--- src/sv/cbt_pkg.sv ---
`timescale 1ns / 1ps
// ----------------------------------------------------------------------------
// cbt_pkg
// Shared types and constants of the colour blob tracker.
// ----------------------------------------------------------------------------
package cbt_pkg;

	localparam int MAX_WIDTH   = 2048;
	localparam int MAX_HEIGHT  = 2048;
	localparam int COL_W       = $clog2(MAX_WIDTH);
	localparam int ROW_W       = $clog2(MAX_HEIGHT);
	localparam int CNT_W       = 23;
	localparam int SUM_W       = 34;
	localparam int DEN_W       = 23;
	localparam logic [CNT_W-1:0] COUNT_LIMIT = '1;

	localparam logic [7:0] SAT_LOW = 8'd120;
	localparam logic [7:0] VAL_LOW = 8'd70;
	localparam logic [20:0] SSCALE_BASE = 21'd2088960;
	localparam logic [20:0] HSCALE_BASE = 21'd1474560;
	localparam logic [28:0] HALF_LSB = 29'd2048;

	localparam logic [1:0] FUNC_PIXEL  = 2'd0;
	localparam logic [1:0] FUNC_MANUAL = 2'd1;
	localparam logic [1:0] FUNC_RANGE  = 2'd2;

	localparam logic [1:0] MODE_NONE  = 2'd0;
	localparam logic [1:0] MODE_BLUE  = 2'd1;
	localparam logic [1:0] MODE_GREEN = 2'd2;
	localparam logic [1:0] MODE_RED   = 2'd3;

	localparam logic [2:0] REG_TARGET_MODE = 3'd0;
	localparam logic [2:0] REG_FRAME_WIDTH = 3'd1;
	localparam logic [2:0] REG_FRAME_HEIGHT = 3'd2;
	localparam logic [2:0] REG_DEADZONE    = 3'd3;
	localparam logic [2:0] REG_YAW_GAIN    = 3'd4;
	localparam logic [2:0] REG_PITCH_GAIN  = 3'd5;
	localparam logic [2:0] REG_MIN_COUNT   = 3'd6;

	typedef struct packed {
		logic [1:0]  target_mode;
		logic [11:0] frame_width;
		logic [11:0] frame_height;
		logic [10:0] deadzone_pixels;
		logic [19:0] yaw_gain;
		logic [19:0] pitch_gain;
		logic [22:0] min_count;
	} cfg_t;

	typedef enum logic [1:0] {
		JOB_FRAME,
		JOB_MANUAL,
		JOB_RANGE
	} job_kind_t;

	typedef struct packed {
		job_kind_t        kind;
		logic [SUM_W-1:0] a;
		logic [SUM_W-1:0] b;
		logic [CNT_W-1:0] cnt;
	} job_t;

	function automatic logic signed [31:0] sat32(input logic signed [34:0] v);
		logic signed [34:0] hi;
		logic signed [34:0] lo;
		hi = 35'sh0_7FFF_FFFF;
		lo = -35'sh0_8000_0000;
		if (v > hi)
			return 32'sh7FFF_FFFF;
		else if (v < lo)
			return 32'sh8000_0000;
		else
			return v[31:0];
	endfunction

endpackage

--- src/sv/cbt_div.sv ---
`timescale 1ns / 1ps
// ----------------------------------------------------------------------------
// cbt_div
// Restoring divider, one quotient bit per cycle.
// ----------------------------------------------------------------------------
module cbt_div (
	input  logic                        clk,
	input  logic                        arst_n,
	input  logic                        start,
	input  logic [cbt_pkg::SUM_W-1:0]   num,
	input  logic [cbt_pkg::DEN_W-1:0]   den,
	output logic                        done,
	output logic [cbt_pkg::SUM_W-1:0]   quot
);

	localparam int STEP_W = $clog2(cbt_pkg::SUM_W + 1);

	logic [STEP_W-1:0]          cnt_q;
	logic                       done_q;
	logic [cbt_pkg::SUM_W-1:0]  n_q;
	logic [cbt_pkg::DEN_W-1:0]  d_q;
	logic [cbt_pkg::DEN_W-1:0]  rem_q;
	logic [cbt_pkg::DEN_W:0]    trial;
	logic [cbt_pkg::DEN_W:0]    sub;
	logic                       ge;

	assign trial = {rem_q, n_q[cbt_pkg::SUM_W-1]};
	assign ge    = trial >= {1'b0, d_q};
	assign sub   = trial - {1'b0, d_q};

	always_ff @(posedge clk or negedge arst_n) begin
		if (!arst_n) begin
			cnt_q  <= '0;
			done_q <= 1'b0;
		end else begin
			done_q <= 1'b0;
			if (start) begin
				cnt_q <= STEP_W'(cbt_pkg::SUM_W);
			end else if (cnt_q != '0) begin
				cnt_q <= cnt_q - 1'b1;
				if (cnt_q == STEP_W'(1))
					done_q <= 1'b1;
			end
		end
	end

	always_ff @(posedge clk) begin
		if (start) begin
			n_q   <= num;
			d_q   <= den;
			rem_q <= '0;
		end else if (cnt_q != '0) begin
			n_q   <= {n_q[cbt_pkg::SUM_W-2:0], ge};
			rem_q <= ge ? sub[cbt_pkg::DEN_W-1:0] : trial[cbt_pkg::DEN_W-1:0];
		end
	end

	assign done = done_q;
	assign quot = n_q;

endmodule

--- src/sv/cbt_front.sv ---
`timescale 1ns / 1ps
// ----------------------------------------------------------------------------
// cbt_front
// Accepts requests, tests pixels against the colour window, accumulates
// the mask and queues frame, manual and range jobs.
// ----------------------------------------------------------------------------
module cbt_front (
	input  logic                clk,
	input  logic                arst_n,
	input  cbt_pkg::cfg_t       cfg,
	input  logic                in_valid,
	output logic                in_stall,
	input  logic [1:0]          func,
	input  logic [7:0]          blue,
	input  logic [7:0]          green,
	input  logic [7:0]          red,
	input  logic                end_of_frame,
	input  logic signed [31:0]  manual_yaw,
	input  logic signed [31:0]  manual_pitch,
	input  logic [15:0]         range_mm,
	input  logic                range_ok,
	input  logic [15:0]         range_min_mm,
	input  logic [15:0]         range_max_mm,
	input  logic                q_full,
	output logic                q_push,
	output cbt_pkg::job_t       q_job
);

	typedef enum logic [1:0] {
		F_IDLE,
		F_DIV,
		F_MUL,
		F_EVAL
	} fstate_t;

	fstate_t                    state_q;
	logic                       accept;
	logic [7:0]                 vmax;
	logic [7:0]                 vmin;
	logic [7:0]                 diff;
	logic signed [11:0]         raw;
	logic                       try_div;
	logic                       s_done;
	logic                       h_done;
	logic [cbt_pkg::SUM_W-1:0]  s_quot;
	logic [cbt_pkg::SUM_W-1:0]  h_quot;
	logic [cbt_pkg::SUM_W-1:0]  s_num;
	logic [cbt_pkg::SUM_W-1:0]  h_num;
	logic [cbt_pkg::DEN_W-1:0]  s_den;
	logic [cbt_pkg::DEN_W-1:0]  h_den;

	logic [7:0]                 diff_s1;
	logic signed [11:0]         raw_s1;
	logic                       try_s1;
	logic                       eof_s1;
	logic [28:0]                sprod_s2;
	logic signed [29:0]         hprod_s2;

	logic [cbt_pkg::COL_W-1:0]  col_q;
	logic [cbt_pkg::ROW_W-1:0]  row_q;
	logic [cbt_pkg::CNT_W-1:0]  cnt_q;
	logic [cbt_pkg::SUM_W-1:0]  sumx_q;
	logic [cbt_pkg::SUM_W-1:0]  sumy_q;

	logic [29:0]                s_round;
	logic signed [29:0]         h_round;
	logic signed [17:0]         h_raw;
	logic signed [17:0]         h_val;
	logic                       win;
	logic                       match;
	logic [cbt_pkg::CNT_W-1:0]  cnt_n;
	logic [cbt_pkg::SUM_W-1:0]  sumx_n;
	logic [cbt_pkg::SUM_W-1:0]  sumy_n;
	logic [cbt_pkg::COL_W:0]    col_inc;
	logic                       emit;

	assign accept   = in_valid && !in_stall;
	assign in_stall = (state_q != F_IDLE) || q_full;

	always_comb begin
		vmax = blue;
		vmin = blue;
		if (green > vmax) vmax = green;
		if (red > vmax)   vmax = red;
		if (green < vmin) vmin = green;
		if (red < vmin)   vmin = red;
		diff = vmax - vmin;
		if (vmax == red)
			raw = $signed({4'd0, green}) - $signed({4'd0, blue});
		else if (vmax == green)
			raw = $signed({4'd0, blue}) - $signed({4'd0, red})
				+ $signed({3'd0, diff, 1'b0});
		else
			raw = $signed({4'd0, red}) - $signed({4'd0, green})
				+ $signed({2'd0, diff, 2'b0});
	end

	assign try_div = (cfg.target_mode != cbt_pkg::MODE_NONE)
		&& (cnt_q != cbt_pkg::COUNT_LIMIT) && (vmax >= cbt_pkg::VAL_LOW)
		&& (diff != 8'd0);

	assign s_num = cbt_pkg::SUM_W'(cbt_pkg::SSCALE_BASE) + cbt_pkg::SUM_W'(vmax);
	assign s_den = cbt_pkg::DEN_W'({vmax, 1'b0});
	assign h_num = cbt_pkg::SUM_W'(cbt_pkg::HSCALE_BASE) + cbt_pkg::SUM_W'(diff) * 6;
	assign h_den = cbt_pkg::DEN_W'(diff) * cbt_pkg::DEN_W'(12);

	cbt_div u_sdiv (
		.clk    (clk),
		.arst_n (arst_n),
		.start  (accept && func == cbt_pkg::FUNC_PIXEL && try_div),
		.num    (s_num),
		.den    (s_den),
		.done   (s_done),
		.quot   (s_quot)
	);

	cbt_div u_hdiv (
		.clk    (clk),
		.arst_n (arst_n),
		.start  (accept && func == cbt_pkg::FUNC_PIXEL && try_div),
		.num    (h_num),
		.den    (h_den),
		.done   (h_done),
		.quot   (h_quot)
	);

	// saturation and hue from the scaled products
	assign s_round = {1'b0, sprod_s2} + 30'(cbt_pkg::HALF_LSB);
	assign h_round = hprod_s2 + 30'sd2048;
	assign h_raw   = 18'(h_round >>> 12);
	assign h_val   = (h_raw < 0) ? h_raw + 18'sd180 : h_raw;

	always_comb begin
		unique case (cfg.target_mode)
			cbt_pkg::MODE_BLUE:  win = h_val >= 100 && h_val <= 140;
			cbt_pkg::MODE_GREEN: win = h_val >= 40 && h_val <= 80;
			cbt_pkg::MODE_RED:   win = (h_val >= 0 && h_val <= 10)
				|| (h_val >= 170 && h_val <= 180);
			default:             win = 1'b0;
		endcase
	end

	assign match  = try_s1 && (s_round >= 30'(int'(cbt_pkg::SAT_LOW) * 4096)) && win;
	assign cnt_n  = cnt_q + cbt_pkg::CNT_W'(match);
	assign sumx_n = match ? sumx_q + cbt_pkg::SUM_W'(col_q) : sumx_q;
	assign sumy_n = match ? sumy_q + cbt_pkg::SUM_W'(row_q) : sumy_q;
	assign col_inc = {1'b0, col_q} + 1'b1;
	assign emit   = (cfg.target_mode != cbt_pkg::MODE_NONE)
		&& (cnt_n > cfg.min_count);

	always_comb begin
		q_push    = 1'b0;
		q_job     = '0;
		q_job.kind = cbt_pkg::JOB_FRAME;
		if (state_q == F_EVAL) begin
			q_push    = eof_s1 && emit;
			q_job.a   = sumx_n;
			q_job.b   = sumy_n;
			q_job.cnt = cnt_n;
		end else if (accept && func == cbt_pkg::FUNC_MANUAL) begin
			q_push     = cfg.target_mode == cbt_pkg::MODE_NONE;
			q_job.kind = cbt_pkg::JOB_MANUAL;
			q_job.a    = cbt_pkg::SUM_W'(unsigned'(manual_yaw));
			q_job.b    = cbt_pkg::SUM_W'(unsigned'(manual_pitch));
		end else if (accept && func == cbt_pkg::FUNC_RANGE) begin
			q_push     = range_ok && range_mm >= range_min_mm && range_mm <= range_max_mm;
			q_job.kind = cbt_pkg::JOB_RANGE;
			q_job.a    = cbt_pkg::SUM_W'(range_mm);
		end
	end

	always_ff @(posedge clk or negedge arst_n) begin
		if (!arst_n) begin
			state_q <= F_IDLE;
			col_q   <= '0;
			row_q   <= '0;
			cnt_q   <= '0;
			sumx_q  <= '0;
			sumy_q  <= '0;
		end else begin
			unique case (state_q)
				F_IDLE: begin
					if (accept && func == cbt_pkg::FUNC_PIXEL)
						state_q <= try_div ? F_DIV : F_EVAL;
				end
				F_DIV: begin
					if (s_done && h_done)
						state_q <= F_MUL;
				end
				F_MUL: begin
					state_q <= F_EVAL;
				end
				F_EVAL: begin
					state_q <= F_IDLE;
					if (col_inc >= cfg.frame_width
							|| col_inc >= (cbt_pkg::COL_W+1)'(cbt_pkg::MAX_WIDTH)) begin
						col_q <= '0;
						if (row_q != cbt_pkg::ROW_W'(cbt_pkg::MAX_HEIGHT - 1))
							row_q <= row_q + 1'b1;
					end else begin
						col_q <= col_inc[cbt_pkg::COL_W-1:0];
					end
					cnt_q  <= cnt_n;
					sumx_q <= sumx_n;
					sumy_q <= sumy_n;
					if (eof_s1) begin
						col_q  <= '0;
						row_q  <= '0;
						cnt_q  <= '0;
						sumx_q <= '0;
						sumy_q <= '0;
					end
				end
				default: state_q <= F_IDLE;
			endcase
		end
	end

	always_ff @(posedge clk) begin
		if (accept && func == cbt_pkg::FUNC_PIXEL) begin
			diff_s1 <= diff;
			raw_s1  <= raw;
			try_s1  <= try_div;
			eof_s1  <= end_of_frame;
		end
		if (state_q == F_DIV) begin
			sprod_s2 <= 29'(diff_s1) * 29'(s_quot[19:0]);
			hprod_s2 <= 30'(raw_s1) * $signed({13'd0, h_quot[16:0]});
		end
	end

endmodule

--- src/sv/cbt_queue.sv ---
`timescale 1ns / 1ps
// ----------------------------------------------------------------------------
// cbt_queue
// Two-entry job queue between the front and the back.
// ----------------------------------------------------------------------------
module cbt_queue (
	input  logic          clk,
	input  logic          arst_n,
	input  logic          push,
	input  cbt_pkg::job_t push_job,
	input  logic          pop,
	output cbt_pkg::job_t head,
	output logic          empty,
	output logic          full
);

	cbt_pkg::job_t mem_q [2];
	logic          wp_q;
	logic          rp_q;
	logic [1:0]    fill_q;

	assign empty = fill_q == 2'd0;
	assign full  = fill_q == 2'd2;
	assign head  = mem_q[rp_q];

	always_ff @(posedge clk or negedge arst_n) begin
		if (!arst_n) begin
			wp_q   <= 1'b0;
			rp_q   <= 1'b0;
			fill_q <= '0;
		end else begin
			if (push) wp_q <= ~wp_q;
			if (pop)  rp_q <= ~rp_q;
			fill_q <= fill_q + 2'(push) - 2'(pop);
		end
	end

	always_ff @(posedge clk) begin
		if (push)
			mem_q[wp_q] <= push_job;
	end

`ifndef NO_ASSERTIONS
	a_no_overflow: assert property (@(posedge clk) disable iff (!arst_n)
		!(push && full && !pop)) else $error("job queue overflow");
	a_no_underflow: assert property (@(posedge clk) disable iff (!arst_n)
		!(pop && empty)) else $error("job queue underflow");
	a_fill_range: assert property (@(posedge clk) disable iff (!arst_n)
		fill_q <= 2'd2) else $error("job queue fill out of range");
`endif

endmodule

--- src/sv/cbt_back.sv ---
`timescale 1ns / 1ps
// ----------------------------------------------------------------------------
// cbt_back
// Carries out queued jobs: centroid division, deadzone, gain and
// saturating integration of the commands, manual and range loads, and the result register.
// ----------------------------------------------------------------------------
module cbt_back (
	input  logic                clk,
	input  logic                arst_n,
	input  cbt_pkg::cfg_t       cfg,
	input  cbt_pkg::job_t       head,
	input  logic                q_empty,
	output logic                q_pop,
	output logic                out_valid,
	input  logic                out_stall,
	output logic signed [31:0]  yaw_command,
	output logic signed [31:0]  pitch_command,
	output logic [15:0]         target_range_mm,
	output logic                range_valid
);

	typedef enum logic [1:0] {
		B_IDLE,
		B_DIV,
		B_MUL,
		B_SAT
	} bstate_t;

	bstate_t                    state_q;
	logic                       start;
	logic                       x_done;
	logic                       y_done;
	logic [cbt_pkg::SUM_W-1:0]  x_quot;
	logic [cbt_pkg::SUM_W-1:0]  y_quot;
	logic signed [31:0]         yaw_q;
	logic signed [31:0]         pitch_q;
	logic [15:0]                range_q;
	logic                       seen_q;
	logic                       out_valid_q;
	logic signed [12:0]         ex;
	logic signed [12:0]         ey;
	logic [12:0]                ex_mag;
	logic [12:0]                ey_mag;
	logic signed [12:0]         ex_s1;
	logic signed [12:0]         ey_s1;
	logic signed [33:0]         yprod_s2;
	logic signed [33:0]         pprod_s2;
	logic signed [34:0]         yaw_sum;
	logic signed [34:0]         pitch_sum;
	logic                       load;

	assign q_pop = (state_q == B_IDLE) && !q_empty;
	assign start = q_pop && head.kind == cbt_pkg::JOB_FRAME;
	assign load  = (state_q == B_SAT) && (!out_valid_q || !out_stall);

	cbt_div u_xdiv (
		.clk    (clk),
		.arst_n (arst_n),
		.start  (start),
		.num    (head.a),
		.den    (head.cnt),
		.done   (x_done),
		.quot   (x_quot)
	);

	cbt_div u_ydiv (
		.clk    (clk),
		.arst_n (arst_n),
		.start  (start),
		.num    (head.b),
		.den    (head.cnt),
		.done   (y_done),
		.quot   (y_quot)
	);

	assign ex = $signed({2'b0, cfg.frame_width[11:1]}) - $signed({2'b0, x_quot[10:0]});
	assign ey = $signed({2'b0, cfg.frame_height[11:1]}) - $signed({2'b0, y_quot[10:0]});
	assign ex_mag = ex[12] ? 13'(-ex) : 13'(ex);
	assign ey_mag = ey[12] ? 13'(-ey) : 13'(ey);

	assign yaw_sum   = 35'(yaw_q) + 35'(yprod_s2);
	assign pitch_sum = 35'(pitch_q) - 35'(pprod_s2);

	always_ff @(posedge clk or negedge arst_n) begin
		if (!arst_n) begin
			state_q     <= B_IDLE;
			yaw_q       <= '0;
			pitch_q     <= '0;
			range_q     <= '0;
			seen_q      <= 1'b0;
			out_valid_q <= 1'b0;
		end else begin
			if (out_valid_q && !out_stall)
				out_valid_q <= 1'b0;
			unique case (state_q)
				B_IDLE: begin
					if (q_pop) begin
						unique case (head.kind)
							cbt_pkg::JOB_MANUAL: begin
								yaw_q   <= head.a[31:0];
								pitch_q <= head.b[31:0];
							end
							cbt_pkg::JOB_RANGE: begin
								range_q <= head.a[15:0];
								seen_q  <= 1'b1;
							end
							default: state_q <= B_DIV;
						endcase
					end
				end
				B_DIV: begin
					if (x_done && y_done)
						state_q <= B_MUL;
				end
				B_MUL: begin
					state_q <= B_SAT;
				end
				B_SAT: begin
					if (load) begin
						yaw_q       <= cbt_pkg::sat32(yaw_sum);
						pitch_q     <= cbt_pkg::sat32(pitch_sum);
						out_valid_q <= 1'b1;
						state_q     <= B_IDLE;
					end
				end
				default: state_q <= B_IDLE;
			endcase
		end
	end

	always_ff @(posedge clk) begin
		if (state_q == B_DIV) begin
			ex_s1 <= (ex_mag < {2'b0, cfg.deadzone_pixels}) ? '0 : ex;
			ey_s1 <= (ey_mag < {2'b0, cfg.deadzone_pixels}) ? '0 : ey;
		end
		if (state_q == B_MUL) begin
			yprod_s2 <= 34'(ex_s1) * $signed({14'd0, cfg.yaw_gain});
			pprod_s2 <= 34'(ey_s1) * $signed({14'd0, cfg.pitch_gain});
		end
		if (load) begin
			yaw_command     <= cbt_pkg::sat32(yaw_sum);
			pitch_command   <= cbt_pkg::sat32(pitch_sum);
			target_range_mm <= range_q;
			range_valid     <= seen_q;
		end
	end

	assign out_valid = out_valid_q;

endmodule

--- src/sv/color_blob_tracking_gimbal_update.sv ---
`timescale 1ns / 1ps
// ----------------------------------------------------------------------------
// color_blob_tracking_gimbal_update
// HSV colour blob tracker producing integrated yaw and pitch commands.
// ----------------------------------------------------------------------------
// Usage:
// Requests enter on in_valid/in_stall: raster pixels, manual commands and
// range samples. Results leave on out_valid/out_stall, one for each frame
// end that tracked a target. Registers are written on cfg_valid/cfg_ready
// (always ready); the user must write them only while the block is idle,
// which the block itself does not enforce. A pixel that may match goes
// through the two serial dividers computing the saturation and hue scale
// (one bit a cycle), then a multiply and an evaluate state; other pixels
// go straight to evaluation, and manual and range requests are handled
// when accepted. A tracked frame end is divided in the back part,
// overlapped with further pixels through a two-entry job queue, then
// multiplied by the gains and saturated before the result is registered.
// Reset clears the registers to their defaults, the accumulators and the
// command integrators but not the outputs. A stalled result holds; the
// back part waits for it; once the queue is full the input stalls too.
// ----------------------------------------------------------------------------
module color_blob_tracking_gimbal_update (
	input  logic                clk,
	input  logic                arst_n,
	input  logic                cfg_valid,
	output logic                cfg_ready,
	input  logic [2:0]          cfg_index,
	input  logic [22:0]         cfg_data,
	input  logic                in_valid,
	output logic                in_stall,
	input  logic [1:0]          func,
	input  logic [7:0]          blue,
	input  logic [7:0]          green,
	input  logic [7:0]          red,
	input  logic                end_of_frame,
	input  logic signed [31:0]  manual_yaw,
	input  logic signed [31:0]  manual_pitch,
	input  logic [15:0]         range_mm,
	input  logic                range_ok,
	input  logic [15:0]         range_min_mm,
	input  logic [15:0]         range_max_mm,
	output logic                out_valid,
	input  logic                out_stall,
	output logic signed [31:0]  yaw_command,
	output logic signed [31:0]  pitch_command,
	output logic [15:0]         target_range_mm,
	output logic                range_valid
);

	cbt_pkg::cfg_t cfg_q;
	cbt_pkg::job_t push_job;
	cbt_pkg::job_t head;
	logic          q_push;
	logic          q_pop;
	logic          q_empty;
	logic          q_full;

	assign cfg_ready = 1'b1;

	always_ff @(posedge clk or negedge arst_n) begin
		if (!arst_n) begin
			cfg_q.target_mode     <= cbt_pkg::MODE_NONE;
			cfg_q.frame_width     <= 12'd640;
			cfg_q.frame_height    <= 12'd480;
			cfg_q.deadzone_pixels <= 11'd20;
			cfg_q.yaw_gain        <= 20'd524;
			cfg_q.pitch_gain      <= 20'd262;
			cfg_q.min_count       <= 23'd3;
		end else if (cfg_valid && cfg_ready) begin
			unique case (cfg_index)
				cbt_pkg::REG_TARGET_MODE:  cfg_q.target_mode     <= cfg_data[1:0];
				cbt_pkg::REG_FRAME_WIDTH:  cfg_q.frame_width     <= cfg_data[11:0];
				cbt_pkg::REG_FRAME_HEIGHT: cfg_q.frame_height    <= cfg_data[11:0];
				cbt_pkg::REG_DEADZONE:     cfg_q.deadzone_pixels <= cfg_data[10:0];
				cbt_pkg::REG_YAW_GAIN:     cfg_q.yaw_gain        <= cfg_data[19:0];
				cbt_pkg::REG_PITCH_GAIN:   cfg_q.pitch_gain      <= cfg_data[19:0];
				cbt_pkg::REG_MIN_COUNT:    cfg_q.min_count       <= cfg_data[22:0];
				default: ;
			endcase
		end
	end

	cbt_front u_front (
		.clk          (clk),
		.arst_n       (arst_n),
		.cfg          (cfg_q),
		.in_valid     (in_valid),
		.in_stall     (in_stall),
		.func         (func),
		.blue         (blue),
		.green        (green),
		.red          (red),
		.end_of_frame (end_of_frame),
		.manual_yaw   (manual_yaw),
		.manual_pitch (manual_pitch),
		.range_mm     (range_mm),
		.range_ok     (range_ok),
		.range_min_mm (range_min_mm),
		.range_max_mm (range_max_mm),
		.q_full       (q_full),
		.q_push       (q_push),
		.q_job        (push_job)
	);

	cbt_queue u_queue (
		.clk      (clk),
		.arst_n   (arst_n),
		.push     (q_push),
		.push_job (push_job),
		.pop      (q_pop),
		.head     (head),
		.empty    (q_empty),
		.full     (q_full)
	);

	cbt_back u_back (
		.clk             (clk),
		.arst_n          (arst_n),
		.cfg             (cfg_q),
		.head            (head),
		.q_empty         (q_empty),
		.q_pop           (q_pop),
		.out_valid       (out_valid),
		.out_stall       (out_stall),
		.yaw_command     (yaw_command),
		.pitch_command   (pitch_command),
		.target_range_mm (target_range_mm),
		.range_valid     (range_valid)
	);

endmodule
--- config.mk ---
export PLATFORM = sky130hd
export DESIGN_NAME = color_blob_tracking_gimbal_update
export DESIGN_NICKNAME = d
export VERILOG_FILES = /design/src/sv/cbt_pkg.sv /design/src/sv/cbt_div.sv /design/src/sv/cbt_front.sv /design/src/sv/cbt_queue.sv /design/src/sv/cbt_back.sv /design/src/sv/color_blob_tracking_gimbal_update.sv
export SDC_FILE = /design/constraint.sdc
export NUM_CORES = 2
export LEC_CHECK = 0
export BUFFER_PORTS_ARGS = -buffer_cell sky130_fd_sc_hd__buf_4
export CORE_MARGIN = 2
export CORE_UTILIZATION = 70
export CTS_BUF_LIST = sky130_fd_sc_hd__clkbuf_2
export DETAILED_ROUTE_END_ITERATION = 10
export PLACE_DENSITY_LB_ADDON = 0.05
export SLEW_MARGIN = 20
export SYNTH_ARGS = -nofsm -noshare
export SYNTH_HDL_FRONTEND = slang
export SYNTH_SLANG_ARGS = --single-unit
export TNS_END_PERCENT = 1
--- constraint.sdc ---
create_clock -name clk -period 19.1 [get_ports clk]
set_input_delay 4.775 -clock clk [delete_from_list [all_inputs] [get_ports clk]]
set_output_delay 4.775 -clock clk [all_outputs]
set_load 0.02 [all_outputs]
==> Word level (Yosys, flattened, before mapping) <==
Memory sizes are Yosys's and may differ from the RTL's.
Index checks and enable logic that the tools add are counted.
{ "word_totals": {"ramBits": 186, "latch_bits": 0, "mem_bits_ro": 0, "out_inout_bits": 84, "reg_bits": 853, "n_memories": 1, "in_bits": 171, "wordCells": 314} }
{ "memory_table": {"columns": ["name", "depth", "word_bits", "read_ports", "rd_clocked_by_memory_dff", "write_ports", "line_no", "source"], "rows": [
  ["u_queue.mem_q", 2, 93, 1, 0, 1, "cbt_queue.sv:17", "cbt_pkg::job_t mem_q [2];"]
]} }
{ "classes": {"shifts": 0, "eq_ne": 35, "multipliers": 6, "bitwise_logic": 2, "addsub": 32, "mux": 87, "order_cmp": 30, "n_div": 0, "n_reduce_logical": 66} }
{ "ops": {"columns": ["op", "count"], "rows": [
  ["$mux 34", 12],
  ["$mux 32", 11],
  ["$mux 23", 6],
  ["$pmux 32 s2", 2],
  ["$mux 36", 2],
  ["$gt 35x32->1 const B", 2],
  ["$lt 35x32->1 const B", 2],
  ["$add 34x11->34", 2],
  ["$mux 68", 1],
  ["$mul 12x21->33", 2],
  ["$mux 11", 5],
  ["$ge 24x23->1", 2],
  ["$mux 6", 8],
  ["$sub 23x23->23", 2],
  ["$le 18x9->1 const B", 2],
  ["$add 32x34->35", 1],
  ["$sub 32x34->35", 1],
  ["$mux 8", 4],
  ["$add 30x13->30 const B", 1],
  ["$ge 30x19->1 const B", 1],
  ["$mul 12x18->30", 1],
  ["$add 28x12->29 const B", 1],
  ["$mul 8x20->28", 1],
  ["$sub 8x8->9", 3],
  ["other kinds (66)", 183]
]} }

==> Depth between registers and ports, before layout <==
{ "logic_depth": {"depth_word": 15, "ltp_mapped": 39, "depth_no_buf": 37} }

==> Modules after synthesis <==
From an unflattened synthesis, not the netlist that was laid out.
{ "hier_totals": {"cells_unflattened": 8786, "hier_area_um2": 87873.0} }
{ "modules_own_cells": {"columns": ["mod", "cells_each", "seq_area_each_um2", "area_each_um2", "n_inst"], "rows": [
  ["cbt_back", 3284, 7236.9, 30490.5, 1],
  ["cbt_front", 3291, 4619.4, 27826.7, 1],
  ["cbt_div (u_back.u_ydiv ...)", 422, 2347.3, 4658.2, 3],
  ["cbt_queue", 304, 5685.5, 6919.1, 1],
  ["cbt_div (u_back.u_xdiv)", 423, 2347.3, 4697.0, 1],
  ["color_blob_tracking_gimbal_update", 218, 2522.4, 3965.1, 1]
]} }

==> Least setup slack after synthesis <==
Ideal clock, no wire load.
{ "synth_timing": {"path_type": "input to register", "from": "input port blue[1]", "to": "register u_front.u_hdiv.n_q, in the netlist u_front.u_hdiv.quot[0] (enable)", "required_ns": 18.704, "n_path_buf": 2, "t_arrival_ns": 12.277, "path_stages": 37, "setup_slack_ns": 6.427, "setup_ns": 0.396, "cell_sequence": "inv_1 ha_1 nor2b_1 o21ai_0 a21oi_1 o21ai_0 a21boi_1 o21a_1 o21a_1 nor2_1 mux2i_1 ha_1 a21oi_1 nor2b_1 o21ai_0 nand2b_1 a21oi_1 nand2b_1 clkbuf_1 o21ai_0 ha_1 a21o_1 a21o_1 a21oi_1 o21bai_1 a21o_1 a21oi_1 xnor2_1 xnor2_1 inv_1 ha_1 a41oi_1 o21a_1 nand2_1 a21oi_1 clkbuf_1 nand2b_1"} }
{ "synth_via": {"elab_chain_len": 9, "word_cells_on_any_way": 15, "cone_classes": "1 x add/sub; 5 x order compare; 4 x mux; 5 x reduce/logical"} }
{ "synth_lines": {"columns": ["element", "line_no", "source"], "rows": [
  ["from (decl)", "color_blob_tracking_gimbal_update.sv:32", "input logic [7:0] blue,"],
  ["$gt 8x8->1 or $lt 8x8->1 (tied branches)", "cbt_front.sv:83, cbt_front.sv:85", null],
  ["$mux 8 (on tied branches)", "cbt_front.sv:83, cbt_front.sv:85", null],
  ["$gt 8x8->1 or $lt 8x8->1 (tied branches)", "cbt_front.sv:84, cbt_front.sv:86", null],
  ["$mux 8 (on tied branches)", "cbt_front.sv:84, cbt_front.sv:86", null],
  ["$sub 8x8->8 *", "cbt_front.sv:87", "diff = vmax - vmin;"],
  ["net u_front.diff[7]", "cbt_front.sv:40", "logic [7:0] diff;"],
  ["$reduce_bool 8->1 *", "cbt_front.sv:100", "&& (diff != 8'd0);"],
  ["$logic_and 1x1->1 *", "cbt_front.sv:100", null],
  ["$logic_and 1x1->1 *", "cbt_front.sv:120", ".start (accept && func == cbt_pkg::FUNC_PIXEL && try_div),"],
  ["$reduce_bool 2->1 (no source line) *", null, null],
  ["to (signal assigned)", "cbt_div.sv:49", "n_q <= num;"],
  ["to (signal assigned)", "cbt_div.sv:53", "n_q <= {n_q[cbt_pkg::SUM_W-2:0], ge};"],
  ["to (decl)", "cbt_div.sv:20", "logic [cbt_pkg::SUM_W-1:0] n_q;"]
]} }
The timed path passes the listed nets; every way through them passes the cells marked *.
A chain may end at the register's enable or synchronous reset.

==> Worst setup path in the final report <==
{ "layout_timing": {"from": "input port blue[1]", "to": "register u_front.u_sdiv.n_q, in the netlist u_front.u_sdiv.quot[17] (enable)"} }
{ "layout_via": {"elab_chain_len": 9, "word_cells_on_any_way": 15, "cone_classes": "1 x add/sub; 5 x order compare; 4 x mux; 5 x reduce/logical"} }
{ "layout_lines": {"columns": ["element", "line_no", "source"], "rows": [
  ["$gt 8x8->1 or $lt 8x8->1 (tied branches)", "cbt_front.sv:83, cbt_front.sv:85", null],
  ["$mux 8 (on tied branches)", "cbt_front.sv:83, cbt_front.sv:85", null],
  ["$gt 8x8->1 or $lt 8x8->1 (tied branches)", "cbt_front.sv:84, cbt_front.sv:86", null],
  ["$mux 8 (on tied branches)", "cbt_front.sv:84, cbt_front.sv:86", null],
  ["$sub 8x8->8 *", "cbt_front.sv:87", null],
  ["net u_front.diff[7]", "cbt_front.sv:40", null],
  ["$reduce_bool 8->1 *", "cbt_front.sv:100", null],
  ["$logic_and 1x1->1 *", "cbt_front.sv:100", null],
  ["$logic_and 1x1->1 *", "cbt_front.sv:110", ".start (accept && func == cbt_pkg::FUNC_PIXEL && try_div),"],
  ["$reduce_bool 2->1 (no source line) *", null, null],
  ["to (signal assigned)", "cbt_div.sv:49", null],
  ["to (signal assigned)", "cbt_div.sv:53", null],
  ["to (decl)", "cbt_div.sv:20", null]
]} }
Marks and branches as above.

==> flow_summary.ini <==
[timing]
setup_viol = 0
fin_crit_sh_pct = 66.01
maxSlewViolCount = 0
rsz0062_at_grt = false
tns_ns = 0
hold_viol = 0
fmax_ghz = 0.07932
tightest_slew_ns = 1.191
slew-limit-headroom_pct = 19.96
fin_crit_ns = 12.61
fin_worst_skew_ns = 0.2319

[worst_setup_path]
worstSetupStartpointType = primary input
slowest_delay_ns = 0.62
reg2reg_from = u_front.hprod_s2[12]
slowest_stage = buf_4
crit_start = blue[1]
cp_max_fo = 72
critPathArrivalTime_ns = 13.93
path_class = primary input to flop
critPathRequiredTime_ns = 20.43
cp-end-kind = flop

[global_routing]
grt_first_pass_wirelength_um = 353700
antenna_found_initial = 29
grt_pass1_vias = 65150
grt_use_total_pct = 37.02
overflow = 0
grt_max_degree = 147

[logic_synthesis]
synthFlopType = edfxtp_1
synth_cell_types = 96
synth_area_um2 = 83980
synth_edf_count = 592
synth_seq_cells = 1014
seq_area_frac_synth_pct = 33.22
syn_avg_cell_area_um2 = 9.735
async_reset_ff_share_pct = 32.54
synth_nets = 10120
syn_inst = 8626
yosys_warnings = 0

[place]
gp_congestion = 0.9506
io_buffers = 253
hpwl_um = 169800

[clocking]
cts_tree = yes
clock-sinks = 1014
root_buffer = clkbuf_2
clk_pin_slew_ns = 0.12
cts_buffer_depth = 4
holdBufCountCts = 0
insertion_delay_ns = 1.71
numCtsBuffers = 285
post-cts-setup-buffers = 0
htree_levels = 5
post_cts_resize_count = 0

[cells_and_area]
seqCellArea_um2 = 27900
drive_above_1_share_pct = 11.19
area_delta_synth_final_pct = 6.720
fin_nets = 10320
fill_cells = 8612
multi_input_area_um2 = 50490
fin_util_pct = 75.00

[floorplan]
io_pins = 255
die_h_um = 350.4
core_area_um2 = 119500
die_w_um = 350.4
dieArea_um2 = 122800
row_count = 127
start_util_pct = 70.28

[power]
p_seq_share_pct = 27.9
powerDensity_nw_per_um2 = 115.5
ir_worst_vdd_mv = 0.1981
switching_share_pct = 43.51
p_sw_mw = 4.504
p_int_mw = 5.848
power_frac_comb_pct = 56.3
leakagePower_nw = 41.58
power_frac_clock_pct = 15.8

[route]
drc = 0
drt-initial-drc-count = 6375
routedWlPerCell_um = 21.07
postRouteAntennaNets = 0
vias_per_cell = 6.085
first_pass_iters = 9
routed-via-count = 64910
wirelength_um = 224800

[run_status]
status = finished, final reports clean

[hold_path]
hold_path_class = flop to flop
hold_start = u_queue.mem_q[0][8]

[job]
maxCapViolations = 0
==> final cells by class <==
type | instances | share of cell area, %
Multi-Input combinational cell | 6097 | 56.34
Sequential cell | 1014 | 31.13
Inverter | 1119 | 4.692
Timing Repair Buffer | 315 | 2.686
Clock buffer | 415 | 2.318
Tap cell | 1612 | 2.251
Clock inverter | 81 | 0.5417
Antenna cell | 15 | 0.04188
==> layer usage <==
layer / wire (um) / global-route usage [%] / vias to the layer above / share of wire (%)
met1: 88800 / 48.04 / 31620 / 40
met3: 19970 / 8.393 / 624 / 8.9
met4: 11430 / 18.38 / 40 / 5.1
met2: 104400 / 58.85 / 2866 / 46
li1: - / - / 29760 / -
met5: 238 / 0 / - / 0.11
==> synth_stat cells (15+ instances only) <==
cell | n | area (um2)
a2111oi_0 | 15 | 131.4
a211oi_1 | 98 | 735.7
a21boi_0 | 32 | 240.2
a21o_1 | 108 | 810.8
a21oi_1 | 323 | 1617
a221o_1 | 21 | 210.2
a31oi_1 | 46 | 287.8
and2_1 | 350 | 2190
and3_1 | 58 | 362.9
and4_1 | 16 | 140.1
buf_1 | 26 | 97.59
clkbuf_1 | 352 | 1321
dfrtp_1 | 314 | 7858
dfstp_2 | 16 | 420.4
dfxtp_1 | 92 | 1842
edfxtp_1 | 592 | 17780
fa_1 | 636 | 12730
ha_1 | 684 | 8558
inv_1 | 1117 | 4193
mux2_2 | 140 | 1577
mux2i_1 | 153 | 1531
nand2_1 | 962 | 3611
nand2b_1 | 106 | 663.1
nand3_1 | 152 | 760.7
nand4_1 | 62 | 387.9
nand4b_1 | 15 | 131.4
nor2_1 | 391 | 1468
nor2b_1 | 124 | 775.7
nor3_1 | 161 | 805.8
nor4_1 | 34 | 212.7
o211ai_1 | 26 | 195.2
o21a_1 | 63 | 473.0
o21ai_0 | 428 | 2142
o21bai_1 | 46 | 345.3
o221ai_1 | 33 | 289.0
o22ai_1 | 18 | 112.6
o2bb2ai_1 | 58 | 508.0
o31ai_1 | 25 | 187.7
or2_2 | 31 | 193.9
or3_1 | 38 | 237.7
xnor2_1 | 248 | 2172
xor2_1 | 163 | 1428
==> final timing paths <==
path / endpoint / slack (ns) / cells after the start
setup reg to reg: u_queue.mem_q[0][56] / 8.42 / 38
hold / removal: u_back.u_xdiv.d_q[8] / 0.45 / 1
hold reg to reg: u_back.u_xdiv.d_q[8] / 0.45 / 1
max in group asynchronous: u_front.cnt_q[16] / 13.83 / 3
setup / recovery: u_front.u_sdiv.quot[17] / 6.49 / 39
min in group asynchronous: u_back.pitch_q[17] / 3.16 / 1
==> cells by family after synthesis <==
logic type	synth area share (%)
other cells	0.004465
compound gates	11.62
simple gates	14.99
flops	33.22
fa+ha+maj	25.35
buf+inv	6.825
xor+xnor	4.286
mux	3.701
==> sequential cells by signal, indices dropped and copies added, names as in the netlist, 32 cells and up <==
register              flops
u_back.pprod_s2          33
u_back.u_xdiv.quot       34
u_back.yaw_command       32
u_front.sumx_q           34
u_back.yprod_s2          33
u_back.yaw_q             32
u_front.u_sdiv.quot      34
cfg_q                    99
u_front.sumy_q           34
u_queue.mem_q           186
u_back.pitch_command     32
u_back.u_ydiv.quot       34
u_back.pitch_q           32
u_front.u_hdiv.quot      34
==> cells in the final DEF (no fill, tap or decap), drive strengths merged, types with 26 or more instances in the layout <==
master and instances:
or3 38, nor3 169, fa 636, o21a 63, o2bb2ai 58, edfxtp 592
clkinv 71, a21boi 34, inv 1123, or2 31, nand2b 106, nand4 63
xnor2 248, a31oi 46, xor2 163, nand2 963, mux2 140, and3 58
o21bai 46, o21ai 437, nor2 391, nand3 153, a211oi 98, o211ai 26
nor2b 124, mux2i 153, a21oi 323, dfxtp 92, buf 314, a21o 108
and2 352, ha 684, dfrtp 314, clkbuf 416, nor4 39, o221ai 33
==> power groups by stage <==
stage / Sequential (mW) / Clock (mW) / Combinational (mW)
2_1_floorplan: 2.72 / 0 / 4.46
3_3_place_gp: 2.92 / 0 / 5.53
3_5_place_dp: 2.92 / 0 / 5.73
4_1_cts: 2.87 / 1.65 / 5.80
5_1_grt: 2.90 / 1.77 / 6.55
6_report: 2.89 / 1.63 / 5.83
==> through the flow <==
stage          power (mW)  cells  hold slack (ns)  worst slack, ns  area (um2)
6_report            10.35  10670           0.4466            6.492       89620
5_1_grt             11.22  10660           0.4628            5.863       89600
4_1_cts             10.33  10650           0.4352            6.782       89530
3_5_place_dp        8.653  10150           0.4343            4.913       86970
3_3_place_gp        8.442  10150           0.4307            4.868       86960
2_1_floorplan       7.182   8626           0.4160            6.427       83980
==> critical path: cells and delay by family <==
family          cells  cell delay [ns]
simple gates        6             1.36
buf+inv             7             1.79
xor+xnor            2             0.35
fa+ha+maj           4             1.21
compound gates     20             4.39
Power figures use the tool's default switching activity.
